===== src/rtl/sparse_set_table_defines.svh =====
// ----------------------------------------------------------------------------
// sparse_set_table_defines: assertion helpers
// Shared property wrappers that use the block clock and asynchronous reset.
// ----------------------------------------------------------------------------
`ifndef SPARSE_SET_TABLE_DEFINES_SVH
`define SPARSE_SET_TABLE_DEFINES_SVH

// invariant checked at every clock edge outside reset
`define SST_ASSERT(lbl, expr, msg) \
	lbl: assert property (@(posedge clk) disable iff (!arst_n) (expr)) else $error(msg);

// antecedent in this cycle implies consequent in the next
`define SST_ASSERT_NEXT(lbl, ante, cons, msg) \
	lbl: assert property (@(posedge clk) disable iff (!arst_n) (ante) |=> (cons)) else $error(msg);

`endif


===== src/rtl/sst_pkg.sv =====
// ----------------------------------------------------------------------------
// sst_pkg
// Types and constants shared by the sparse set table.
// ----------------------------------------------------------------------------
`timescale 1ns / 1ps

package sst_pkg;

	localparam int VALUE_W          = 7;
	localparam int POSITION_W       = 7;
	localparam int COUNT_OUT_W      = 8;
	localparam int DEF_SET_CAPACITY = 128;

	typedef enum logic [1:0] {
		KIND_INSERT = 2'd0,
		KIND_ERASE  = 2'd1,
		KIND_TEST   = 2'd2,
		KIND_READ   = 2'd3
	} kind_t;

	typedef enum logic [1:0] {
		ST_IDLE,
		ST_EXEC,
		ST_ERASE
	} state_t;

	typedef struct packed {
		kind_t                 kind;
		logic [VALUE_W-1:0]    value;
		logic [POSITION_W-1:0] position;
	} in_word_t;

	typedef struct packed {
		logic                   was_member;
		logic [VALUE_W-1:0]     element;
		logic [COUNT_OUT_W-1:0] member_count;
		logic                   out_of_range;
	} out_word_t;

endpackage


===== src/rtl/sst_stream_if.sv =====
// ----------------------------------------------------------------------------
// sst_stream_if
// Valid/ready channel carrying one word of type T per handshake.
// ----------------------------------------------------------------------------
`timescale 1ns / 1ps

interface sst_stream_if #(
	parameter type T = logic
) ();
	logic valid;
	logic ready;
	T     data;

	modport source (output valid, output data, input ready);
	modport sink   (input valid, input data, output ready);
endinterface


===== src/rtl/sst_ram.sv =====
// ----------------------------------------------------------------------------
// sst_ram
// Simple dual-port synchronous RAM, one write and one registered read port.
// ----------------------------------------------------------------------------
`timescale 1ns / 1ps

module sst_ram #(
	parameter int DEPTH = 128,
	parameter int WIDTH = 8
) (
	input  logic                     clk,
	input  logic                     we,
	input  logic [$clog2(DEPTH)-1:0] waddr,
	input  logic [WIDTH-1:0]         wdata,
	input  logic                     re,
	input  logic [$clog2(DEPTH)-1:0] raddr,
	output logic [WIDTH-1:0]         rdata
);

	logic [WIDTH-1:0] mem_q [0:DEPTH-1];
	logic [WIDTH-1:0] rdata_q;

	// write port
	always_ff @(posedge clk) begin
		if (we) begin
			mem_q[waddr] <= wdata;
		end
	end

	// registered read port, holds while not enabled
	always_ff @(posedge clk) begin
		if (re) begin
			rdata_q <= mem_q[raddr];
		end
	end

	assign rdata = rdata_q;

endmodule


===== src/rtl/sparse_set_table.sv =====
// Result: an accepted word waits in the execute step until the output register
//   is free, then its result word is registered there. Each word waits on the
//   registered RAM read, and a new word is taken only in the idle state; erase
//   adds an erase step, set by the two writes it makes to the single write port
//   of the map RAM. Reset: asynchronous; afterwards the map RAM is cleared one
//   entry a cycle while req.ready stays low.
// ----------------------------------------------------------------------------
// sparse_set_table
// Sparse set of small values: position map RAM indexed by value plus a dense
// member list RAM, with insert, erase, membership test and read by position.
// ----------------------------------------------------------------------------
`timescale 1ns / 1ps
`include "sparse_set_table_defines.svh"

module sparse_set_table import sst_pkg::*; #(
	parameter int SET_CAPACITY = DEF_SET_CAPACITY
) (
	input  logic          clk,
	input  logic          arst_n,
	sst_stream_if.sink    req,
	sst_stream_if.source  rsp
);

	localparam int IW = $clog2(SET_CAPACITY);
	localparam int CW = $clog2(SET_CAPACITY + 1);
	localparam int MW = IW + 1;

	typedef struct packed {
		logic          valid;
		logic [IW-1:0] slot;
	} map_entry_t;

	state_t             state_q, state_d;
	logic               clr_q;
	logic [IW-1:0]      clr_idx_q;
	logic [CW-1:0]      count_q;
	logic [CW-1:0]      count_next;
	in_word_t           item_q;
	logic               in_range_q;
	out_word_t          rsp_q;
	logic               rsp_valid_q;

	logic               accept;
	logic               adv;
	logic               was;
	logic               count_full;
	logic               do_insert;
	logic               do_erase;
	logic               pos_hit;

	logic               map_we, map_re;
	logic [IW-1:0]      map_waddr, map_raddr;
	map_entry_t         map_wdata, map_rdata;
	logic               dense_we, dense_re;
	logic [IW-1:0]      dense_waddr, dense_raddr;
	logic [VALUE_W-1:0] dense_wdata, dense_rdata;

	sst_ram #(.DEPTH(SET_CAPACITY), .WIDTH(MW)) u_map (
		.clk   (clk),
		.we    (map_we),
		.waddr (map_waddr),
		.wdata (map_wdata),
		.re    (map_re),
		.raddr (map_raddr),
		.rdata (map_rdata)
	);

	sst_ram #(.DEPTH(SET_CAPACITY), .WIDTH(VALUE_W)) u_dense (
		.clk   (clk),
		.we    (dense_we),
		.waddr (dense_waddr),
		.wdata (dense_wdata),
		.re    (dense_re),
		.raddr (dense_raddr),
		.rdata (dense_rdata)
	);

	// handshakes
	assign req.ready = (state_q == ST_IDLE) && !clr_q;
	assign accept    = req.valid && req.ready;
	assign adv       = !rsp_valid_q || rsp.ready;
	assign rsp.valid = rsp_valid_q;
	assign rsp.data  = rsp_q;

	// decode of the item held in the execute step
	assign was        = in_range_q && map_rdata.valid;
	assign count_full = (count_q == CW'(SET_CAPACITY));
	assign do_insert  = (item_q.kind == KIND_INSERT) && !was && in_range_q && !count_full;
	assign do_erase   = (item_q.kind == KIND_ERASE) && was && (count_q != '0);
	assign pos_hit    = int'(item_q.position) < int'(count_q);

	always_comb begin
		if (do_insert) begin
			count_next = count_q + CW'(1);
		end else if (do_erase) begin
			count_next = count_q - CW'(1);
		end else begin
			count_next = count_q;
		end
	end

	// next state
	always_comb begin
		state_d = state_q;
		case (state_q)
			ST_IDLE: begin
				if (accept) state_d = ST_EXEC;
			end
			ST_EXEC: begin
				if (adv) state_d = do_erase ? ST_ERASE : ST_IDLE;
			end
			ST_ERASE: begin
				state_d = ST_IDLE;
			end
			default: state_d = ST_IDLE;
		endcase
	end

	// memory port control
	always_comb begin
		map_we      = 1'b0;
		map_waddr   = IW'(item_q.value);
		map_wdata   = '0;
		map_re      = 1'b0;
		map_raddr   = IW'(req.data.value);
		dense_we    = 1'b0;
		dense_waddr = IW'(count_q);
		dense_wdata = item_q.value;
		dense_re    = 1'b0;
		dense_raddr = (req.data.kind == KIND_READ) ? IW'(req.data.position)
		                                            : IW'(count_q - CW'(1));
		case (state_q)
			ST_IDLE: begin
				if (clr_q) begin
					// power-up sweep marks every value absent
					map_we    = 1'b1;
					map_waddr = clr_idx_q;
				end
				map_re   = accept;
				dense_re = accept;
			end
			ST_EXEC: begin
				if (adv && do_insert) begin
					// append value at the tail
					map_we         = 1'b1;
					map_wdata.valid = 1'b1;
					map_wdata.slot  = IW'(count_q);
					dense_we       = 1'b1;
				end else if (adv && do_erase) begin
					// move last member into the hole
					dense_we        = 1'b1;
					dense_waddr     = map_rdata.slot;
					dense_wdata     = dense_rdata;
					map_we          = 1'b1;
					map_waddr       = IW'(dense_rdata);
					map_wdata.valid = 1'b1;
					map_wdata.slot  = map_rdata.slot;
				end
			end
			ST_ERASE: begin
				// drop the erased value from the map
				map_we = 1'b1;
			end
			default: ;
		endcase
	end

	// control registers
	always_ff @(posedge clk or negedge arst_n) begin
		if (!arst_n) begin
			state_q   <= ST_IDLE;
			clr_q     <= 1'b1;
			clr_idx_q <= '0;
			count_q   <= '0;
		end else begin
			state_q <= state_d;
			if (clr_q) begin
				if (clr_idx_q == IW'(SET_CAPACITY - 1)) clr_q <= 1'b0;
				clr_idx_q <= clr_idx_q + IW'(1);
			end
			if (state_q == ST_EXEC && adv && do_insert) begin
				count_q <= count_q + CW'(1);
			end else if (state_q == ST_ERASE) begin
				count_q <= count_q - CW'(1);
			end
		end
	end

	// accepted word
	always_ff @(posedge clk) begin
		if (accept) begin
			item_q     <= req.data;
			in_range_q <= int'(req.data.value) < SET_CAPACITY;
		end
	end

	// output register
	always_ff @(posedge clk or negedge arst_n) begin
		if (!arst_n) begin
			rsp_valid_q <= 1'b0;
		end else if (state_q == ST_EXEC && adv) begin
			rsp_valid_q <= 1'b1;
		end else if (rsp.ready) begin
			rsp_valid_q <= 1'b0;
		end
	end

	always_ff @(posedge clk) begin
		if (state_q == ST_EXEC && adv) begin
			rsp_q.was_member   <= was;
			rsp_q.element      <= (item_q.kind == KIND_READ && pos_hit) ? dense_rdata : '0;
			rsp_q.member_count <= COUNT_OUT_W'(count_next);
			rsp_q.out_of_range <= (item_q.kind == KIND_READ) && !pos_hit;
		end
	end

	// checks
	`SST_ASSERT_NEXT(a_accept_exec, accept, state_q == ST_EXEC, "accept did not start execute")
	`SST_ASSERT_NEXT(a_erase_shrinks, state_q == ST_ERASE,
		count_q == $past(count_q) - CW'(1), "erase did not shrink count")
	`SST_ASSERT_NEXT(a_insert_grows, state_q == ST_EXEC && adv && do_insert,
		count_q == $past(count_q) + CW'(1), "insert did not grow count")
	`SST_ASSERT(a_count_cap, count_q <= CW'(SET_CAPACITY), "count above capacity")

endmodule


===== src/flat_wrapper.sv =====
// flat-port wrapper written by rule: the top's interface ports become plain ports
module sparse_set_table_flat import sst_pkg::*;
#(
	parameter int SET_CAPACITY = DEF_SET_CAPACITY
)
  (clk, arst_n, req_valid, req_data, req_ready, rsp_valid, rsp_data, rsp_ready);
  sst_stream_if #(.T(in_word_t)) req_i ();
  sst_stream_if #(.T(out_word_t)) rsp_i ();
  input  logic clk;
  input  logic arst_n;
  input wire logic [$bits(req_i.valid)-1:0] req_valid;
  input wire logic [$bits(req_i.data)-1:0] req_data;
  output wire logic [$bits(req_i.ready)-1:0] req_ready;
  output wire logic [$bits(rsp_i.valid)-1:0] rsp_valid;
  output wire logic [$bits(rsp_i.data)-1:0] rsp_data;
  input wire logic [$bits(rsp_i.ready)-1:0] rsp_ready;
  assign req_i.valid = req_valid;
  assign req_i.data = req_data;
  assign req_ready = req_i.ready;
  assign rsp_valid = rsp_i.valid;
  assign rsp_data = rsp_i.data;
  assign rsp_i.ready = rsp_ready;
  sparse_set_table #(.SET_CAPACITY(SET_CAPACITY)) u_core (.clk(clk), .arst_n(arst_n), .req(req_i), .rsp(rsp_i));
endmodule

===== config.mk =====
export PLATFORM = sky130hd
export DESIGN_NAME = sparse_set_table_flat
export DESIGN_NICKNAME = d
export VERILOG_FILES = /design/src/rtl/sst_pkg.sv /design/src/rtl/sst_stream_if.sv /design/src/rtl/sst_ram.sv /design/src/rtl/sparse_set_table.sv /design/src/flat_wrapper.sv
export VERILOG_INCLUDE_DIRS = /design/src /design/src/rtl
export SDC_FILE = /design/constraint.sdc
export NUM_CORES = 2
export LEC_CHECK = 0
export BUFFER_PORTS_ARGS = -buffer_cell sky130_fd_sc_hd__buf_2
export CORE_MARGIN = 2
export CORE_UTILIZATION = 63
export DETAILED_ROUTE_END_ITERATION = 10
export PLACE_DENSITY = 0.85
export SYNTH_ARGS = -nofsm -noshare
export SYNTH_HDL_FRONTEND = slang
export SYNTH_SLANG_ARGS = --single-unit
export TNS_END_PERCENT = 1

===== constraint.sdc =====
create_clock -name clk -period 6.5 [get_ports clk]
set_clock_uncertainty 0.2 [all_clocks]
set_input_delay 0.325 -clock clk [delete_from_list [all_inputs] [get_ports clk]]
set_output_delay 0.325 -clock clk [all_outputs]
set_load 0.05 [all_outputs]

# Yosys cells after proc, flatten, opt, wreduce, memory -nomap -nowiden
# Memory sizes are Yosys's and may differ from the RTL's. A register that Yosys moved wholly into a read port is not among the register bits.
# Index checks and enable logic that the tools add are counted.
# W data, S select, Z words.
op_classes:
  addsub: 3
  n_lt_le_gt_ge: 1
  n_eq_ne: 9
  n_mux: 34
  n_reduce_logical: 24
ops:
  columns: ["operator", "count"]
  rows:
  - ["$mux W7", 8]
  - ["$mux W8", 7]
  - ["$pmux W7 S2", 1]
  - ["$mux W1", 13]
  - ["$logic_and A1 B1 Y1", 12]
  - ["$add A8 B1 Y8 const B", 1]
  - ["$eq A8 B8 Y1 const B", 1]
  - ["$lt A7 B8 Y1", 1]
  - ["$reduce_bool A8 Y1", 1]
  - ["$sub A8 B1 Y8 const B", 1]
  - ["$add A7 B1 Y7 const B", 1]
  - ["$eq A7 B7 Y1 const B", 1]
  - ["$eq A2 B2 Y1 const B", 3]
  - ["$mux W2", 3]
  - ["$logic_not A1 Y1", 5]
  - ["$eq A2 B1 Y1 const B", 2]
  - ["$logic_not A2 Y1", 2]
  - ["$ne A2 B1 Y1 const B", 2]
  - ["$pmux W2 S2", 1]
  - ["$reduce_bool A2 Y1", 2]
  - ["$pmux W1 S3", 1]
  - ["$reduce_and A2 Y1", 1]
  - ["$logic_or A1 B1 Y1", 1]
word_totals:
  regBits: 52
  mem_bits_rw: 1920
  inputBits: 20
  word_cells: 85
  n_memories: 2
memory_table:
  columns: ["name", "words", "word_bits", "read_ports", "rd_clocked_by_memory_dff", "wr", "line_no", "text"]
  rows:
  - ["u_core.u_map.mem_q", 128, 8, 1, 1, 1, "sst_ram.sv:20", "logic [WIDTH-1:0] mem_q [0:DEPTH-1];"]
  - ["u_core.u_dense.mem_q", 128, 7, 1, 1, 1, "sst_ram.sv:20", null]

# Longest topological paths before layout
depth:
  depth_word: 9
  depth_mapped: 13
  mapped_depth_nobuf: 10

# Modules after synthesis
# A second synthesis with hierarchy kept.
unflattened:
  hier_cells: 3394
  area_unflattened_um2: 77650.7
modules_own_cells:
  columns: ["mod", "n_inst", "cells_each", "area_each_um2", "seq_area_each_um2"]
  rows:
  - ["sst_ram at u_core.u_map", 1, 1635, 39745.6, 30989.7]
  - ["sst_ram at u_core.u_dense", 1, 1453, 34877.2, 27116.0]
  - ["sparse_set_table", 1, 306, 3027.9, 1467.7]

# Worst setup path before layout
# No wires, ideal clock.
synth_path:
  kind: "register -> register"
  start: "register u_core.count_q[0]"
  end: "memory u_core.u_dense.mem_q[51][0] in the netlist's numbering, enable pin"
  setup_ps: 360
  arrival_time_ps: 4423
  path_slack_ps: 1516
  stages_incl_launch_ff: 12
  path_buffers: 2
  period_less_slack_ps: 4984
  path_cell_list: "dfrtp_1 -> clkbuf_1 -> inv_1 -> ha_1 -> a41oi_1 -> nand2_1 -> nor2_1 -> nand2_1 -> nand2_1 -> nand2_1 -> clkbuf_1 -> nor2_1"
synth_between:
  elab_chain_cells: 8
  elab_cells_between_ends: 15
  classes_between: "eq/ne (1); mux (8); reduce/logical (6)"
synth_lines:
  columns: ["item", "line_no", "text"]
  rows:
  - ["from (decl)", "sparse_set_table.sv:36", "logic [CW-1:0] count_q;"]
  - ["from (signal assigned)", "sparse_set_table.sv:182", "count_q <= count_q + CW'(1);"]
  - ["from (signal assigned)", "sparse_set_table.sv:184", "count_q <= count_q - CW'(1);"]
  - ["$reduce_bool A8 Y1 or $eq A8 B8 Y1 (tied branches)", "sparse_set_table.sv:89, sparse_set_table.sv:87", null]
  - ["$logic_and A1 B1 Y1 or $logic_not A1 Y1 (tied branches)", "sparse_set_table.sv:89, sparse_set_table.sv:88", null]
  - ["$logic_and A1 B1 Y1 (on tied branches)", "sparse_set_table.sv:149, sparse_set_table.sv:88", null]
  - ["$mux W1 or $logic_and A1 B1 Y1 (tied branches)", "sparse_set_table.sv:149, sparse_set_table.sv:143", null]
  - ["$mux W1", "sparse_set_table.sv:143", "if (adv && do_insert) begin"]
  - ["$mux W1", "sparse_set_table.sv:132", "case (state_q)"]
  - ["$mux W1", "sst_ram.sv:25", "if (we) begin"]
  - ["$mux W1 (not written as such)", "sst_ram.sv:26", "mem_q[waddr] <= wdata;"]
  - ["to (decl)", "sst_ram.sv:20", null]
# Several ways; a longest one is shown, not always the timed one.

# Worst setup path after layout
layout_path:
  start: "register u_core.state_q[0]"
  end: "memory u_core.u_dense.mem_q[3][3] in the netlist's numbering, enable pin"
layout_between:
  elab_chain_cells: 4
  elab_cells_between_ends: 5
  classes_between: "eq/ne (1); mux (4)"
layout_lines:
  columns: ["item", "line_no", "text"]
  rows:
  - ["from (decl)", "sparse_set_table.sv:33", "state_t state_q, state_d;"]
  - ["from (signal assigned)", "sparse_set_table.sv:176", "state_q <= state_d;"]
  - ["$eq A2 B1 Y1 *", "sparse_set_table.sv:132", null]
  - ["$mux W1", "sparse_set_table.sv:132", null]
  - ["$mux W1", "sst_ram.sv:25", null]
  - ["$mux W1 (not written as such)", "sst_ram.sv:26", null]
# Mark *: on every way between the ends. The rest lies on a longest branch, timed or not.

==> impl_metrics.yaml <==
global_routing:
  grt_pass1_wl_um: 304000
  antenna_found_initial: 11
  overflow: 0
  grt.total_usage_pct: 33.4
  grt_max_degree: 129
  grt_pass1_vias: 43400
timing:
  post-route-period-util_pct: 89.2
  setup_viol: 0
  maxSlewHeadroom_pct: 6.26
  fmax_mhz: 172
  hold_slack_ns: 0.171
  worst_slew_pin_slew_ns: 1.40
  rsz0062_at_grt: "false"
  tns_ns: 0
  fin_crit_ns: 5.80
  drv_slew: 0
  hold_viol_final: 0
clock_tree:
  cts_tree: "built"
  root_buffer: "clkbuf_16"
  clock_sinks: 1987
  htreeDepth: 4
  insertion_delay_ns: 0.84
  clkTransAtPathRegs_ns: 0.07
  cts.path.max_buffers: 3
  cts_inserted_buffers: 182
synthesis:
  syn_area_um2: 78400
  ys_seq_area_share_pct: 76.0
  synth-main-ff-cell: "edfxtp_1"
  yosysTopAreaCellShare_pct: 75.4
  synth_cells: 4237
  synth_async_sr_flop_share_pct: 0.956
  synth.top_cells.by_area: "edfxtp_1 75%, mux4_2 11%, nand2_1 2.2%, a21oi_1 1.8%, mux2i_1 1.4%"
  synth_cell_types: 67
  yosys_warnings: 0
  yosysTopAreaCell: "edfxtp_1"
  synthesis.nets: 4267
  synth_seq_cells: 1987
  synth_enable_flop_cells: 1968
  avgSynthCellArea_um2: 18.5
worst_hold_path:
  holdPathStages: 2
  holdPathEnd: "u_core.item_q[2]"
  hp-class: "input pin to flip-flop"
  hp-start: "req_data[2]"
worst_setup_path:
  crit_arrival_ns: 6.06
  end_kind: "flip-flop"
  critical_path_class: "flip-flop to flip-flop"
  crit_start: "u_core.state_q[0]"
  regToRegSetupSlack_ns: 0.70
  r2r-start: "u_core.state_q[0]"
  critPathMaxFanout: 63
  critPathRequiredTime_ns: 6.76
  setup.worst_path.start_class: "flip-flop"
  rr_worst_depth: 10
  r2r-end: "u_core.u_dense.mem_q[3][3]"
power_and_ir_drop:
  leakagePower_nw: 27.2
  powerDensity_nw_per_um2: 372
  peakVddDrop_v: 0.000380
  p_total_w: 0.0322
routing:
  drtAntennaViolNets: 0
  drt_iter0_markers: 7624
  drt-vias-per-instance: 7.26
  routed_wl_um: 210000
  drc: 0
  drt_pre_antenna_iters: 10
  via_count: 44100
  wl_per_cell_um: 34.6
place:
  place_congestion: 0.947
  hpwl_um: 116000
  io_buffer_count: 38
outcome:
  status: "complete, no violations"
floorplan:
  dieArea_um2: 127000
  placeableCoreArea_um2: 124000
  start_util_pct: 63.4
  fp.dieW_um: 357
  die_height_um: 357
  rows: 129
  ios: 39
job:
  maxCapViolations: 0
final_layout:
  regArea_um2: 59600
  drive_above_1_share_pct: 17.9
  fill_cells: 6936
  multi_input_area_um2: 17800
  nNetsFinal: 4316
  synthToLayoutAreaGrowth_pct: 10.4
## layout make-up
class / count / share of cell area [%]
timing repair buffer: 116 / 1.30
clock inverter: 111 / 1.29
clock buffer: 219 / 5.55
antenna: 9 / 0.0260
tap: 1637 / 2.37
sequential: 1987 / 68.8
inverter: 12 / 0.0549
multi-input combinational: 1987 / 20.6
## Yosys cell counts (12+ instances only)
library cell  number
edfxtp_1        1968
nand2_1          458
mux4_2           386
nor2_1           294
a21oi_1          279
clkbuf_1         123
mux2i_1          113
a221oi_1          90
a32oi_1           90
buf_2             68
buf_1             34
a22oi_1           32
buf_4             23
nor3_1            23
dfrtp_1           18
xnor2_1           18
and2_1            17
nand4_1           16
a21o_1            14
o21ai_0           14
nand3_1           12
## state kept, by name, summed over array words and instances (netlist names)
name,cells
u_core.u_map.mem_q,1024
u_core.u_dense.mem_q,896
u_core.rsp.data,17
u_core.item_q,16
u_core.count_q,8
u_core.u_map.rdata,8
u_core.clr_idx_q,7
u_core.u_dense.rdata,7
u_core.state_q,2
u_core.clr_q,1
u_core.rsp.valid,1
## repair_timing
item / in CTS / in global routing
hold buffers: 17 / 0
gates resized for setup: 0 / 0
buffers inserted: 0 / 0
hold endpoints to repair: 42 / 0
## critical path, cell delays in order, from the launching register on
cell and delay [ns]:
dfrtp_1 0.79, nand3_1 0.37, inv_1 0.62, nand2_1 0.12, buf_4 0.23, inv_2 0.50, nand2_1 0.23, nand2_4 0.11
buf_4 0.64, nand2_2 0.77, nor2_1 0.81
## layout by cell type (no fill, tap or decap), types with 10 or more instances in the layout
master and n:
bufinv_16 20, ha_1 10, mux4_2 386, buf_4 39, xnor2_1 18, nand4_1 16, and2_1 17, clkinv_2 32
buf_12 23, nor3_1 23, a221oi_1 90, a32oi_1 90, clkbuf_16 185, dfrtp_1 18, clkbuf_1 29, a21oi_1 277
dlygate4sd3_1 17, clkinv_1 38, a22oi_1 32, o21ai_0 14, nor2_1 294, nand3_1 12, nand2_2 14, edfxtp_1 1968
nand2_1 445, mux2i_1 113, buf_2 35
## cell families after synthesis
logic type	synth area share, %
AOI/OAI and AO/OA	5.10
xor gates and xnor gates	0.223
adders and majority gates	0.160
buffers and inverters	1.51
DFF	76.0
muxes	12.5
and+or+nand+nor	4.49
## stage by stage
step           utilization (%)  std cells  setup WS (ns)  instance area (µm²)
2_1_floorplan                -       4237           1.52                78400
3_3_place_gp              65.1       5722           1.26                80500
3_5_place_dp              65.1       5722           1.01                80500
4_1_cts                   70.0       6069          0.912                86600
5_1_grt                   70.0       6070          0.547                86600
6_report                  70.0       6078          0.702                86600
## power breakdown
| group | switching (W) | total (W) | leakage [nW] | internal [W] |
|---|---|---|---|---|
| Sequential | 0.000204 | 0.0147 | 18.1 | 0.0145 |
| Combinational | 0.00466 | 0.00673 | 6.27 | 0.00206 |
| Clock | 0.00474 | 0.0108 | 2.90 | 0.00607 |
## how the worst max path moves through the flow
stage / to / slack (ns) / cells after the start
2_1_floorplan: u_core.u_dense.mem_q[51][0] / 1.52 / 11
3_3_place_gp: u_core.u_dense.mem_q[123][1] / 1.26 / 10
3_5_place_dp: u_core.u_dense.mem_q[75][2] / 1.01 / 10
4_1_cts: u_core.u_dense.mem_q[3][3] / 0.91 / 10
5_1_grt: u_core.u_dense.mem_q[3][5] / 0.55 / 10
6_report: u_core.u_dense.mem_q[3][3] / 0.70 / 10
## routing by layer
| metal | vias up | track usage [%] | part of all wire [%] |
|---|---|---|---|
| li1 | 17200 | - | - |
| met4 | 10 | 15.5 | 5.1 |
| met3 | 648 | 7.57 | 12 |
| met1 | 22200 | 43.8 | 34 |
| met5 | - | 0 | 0.034 |
| met2 | 4049 | 54.3 | 49 |
Note: power is estimated with default switching activity, not from simulation.
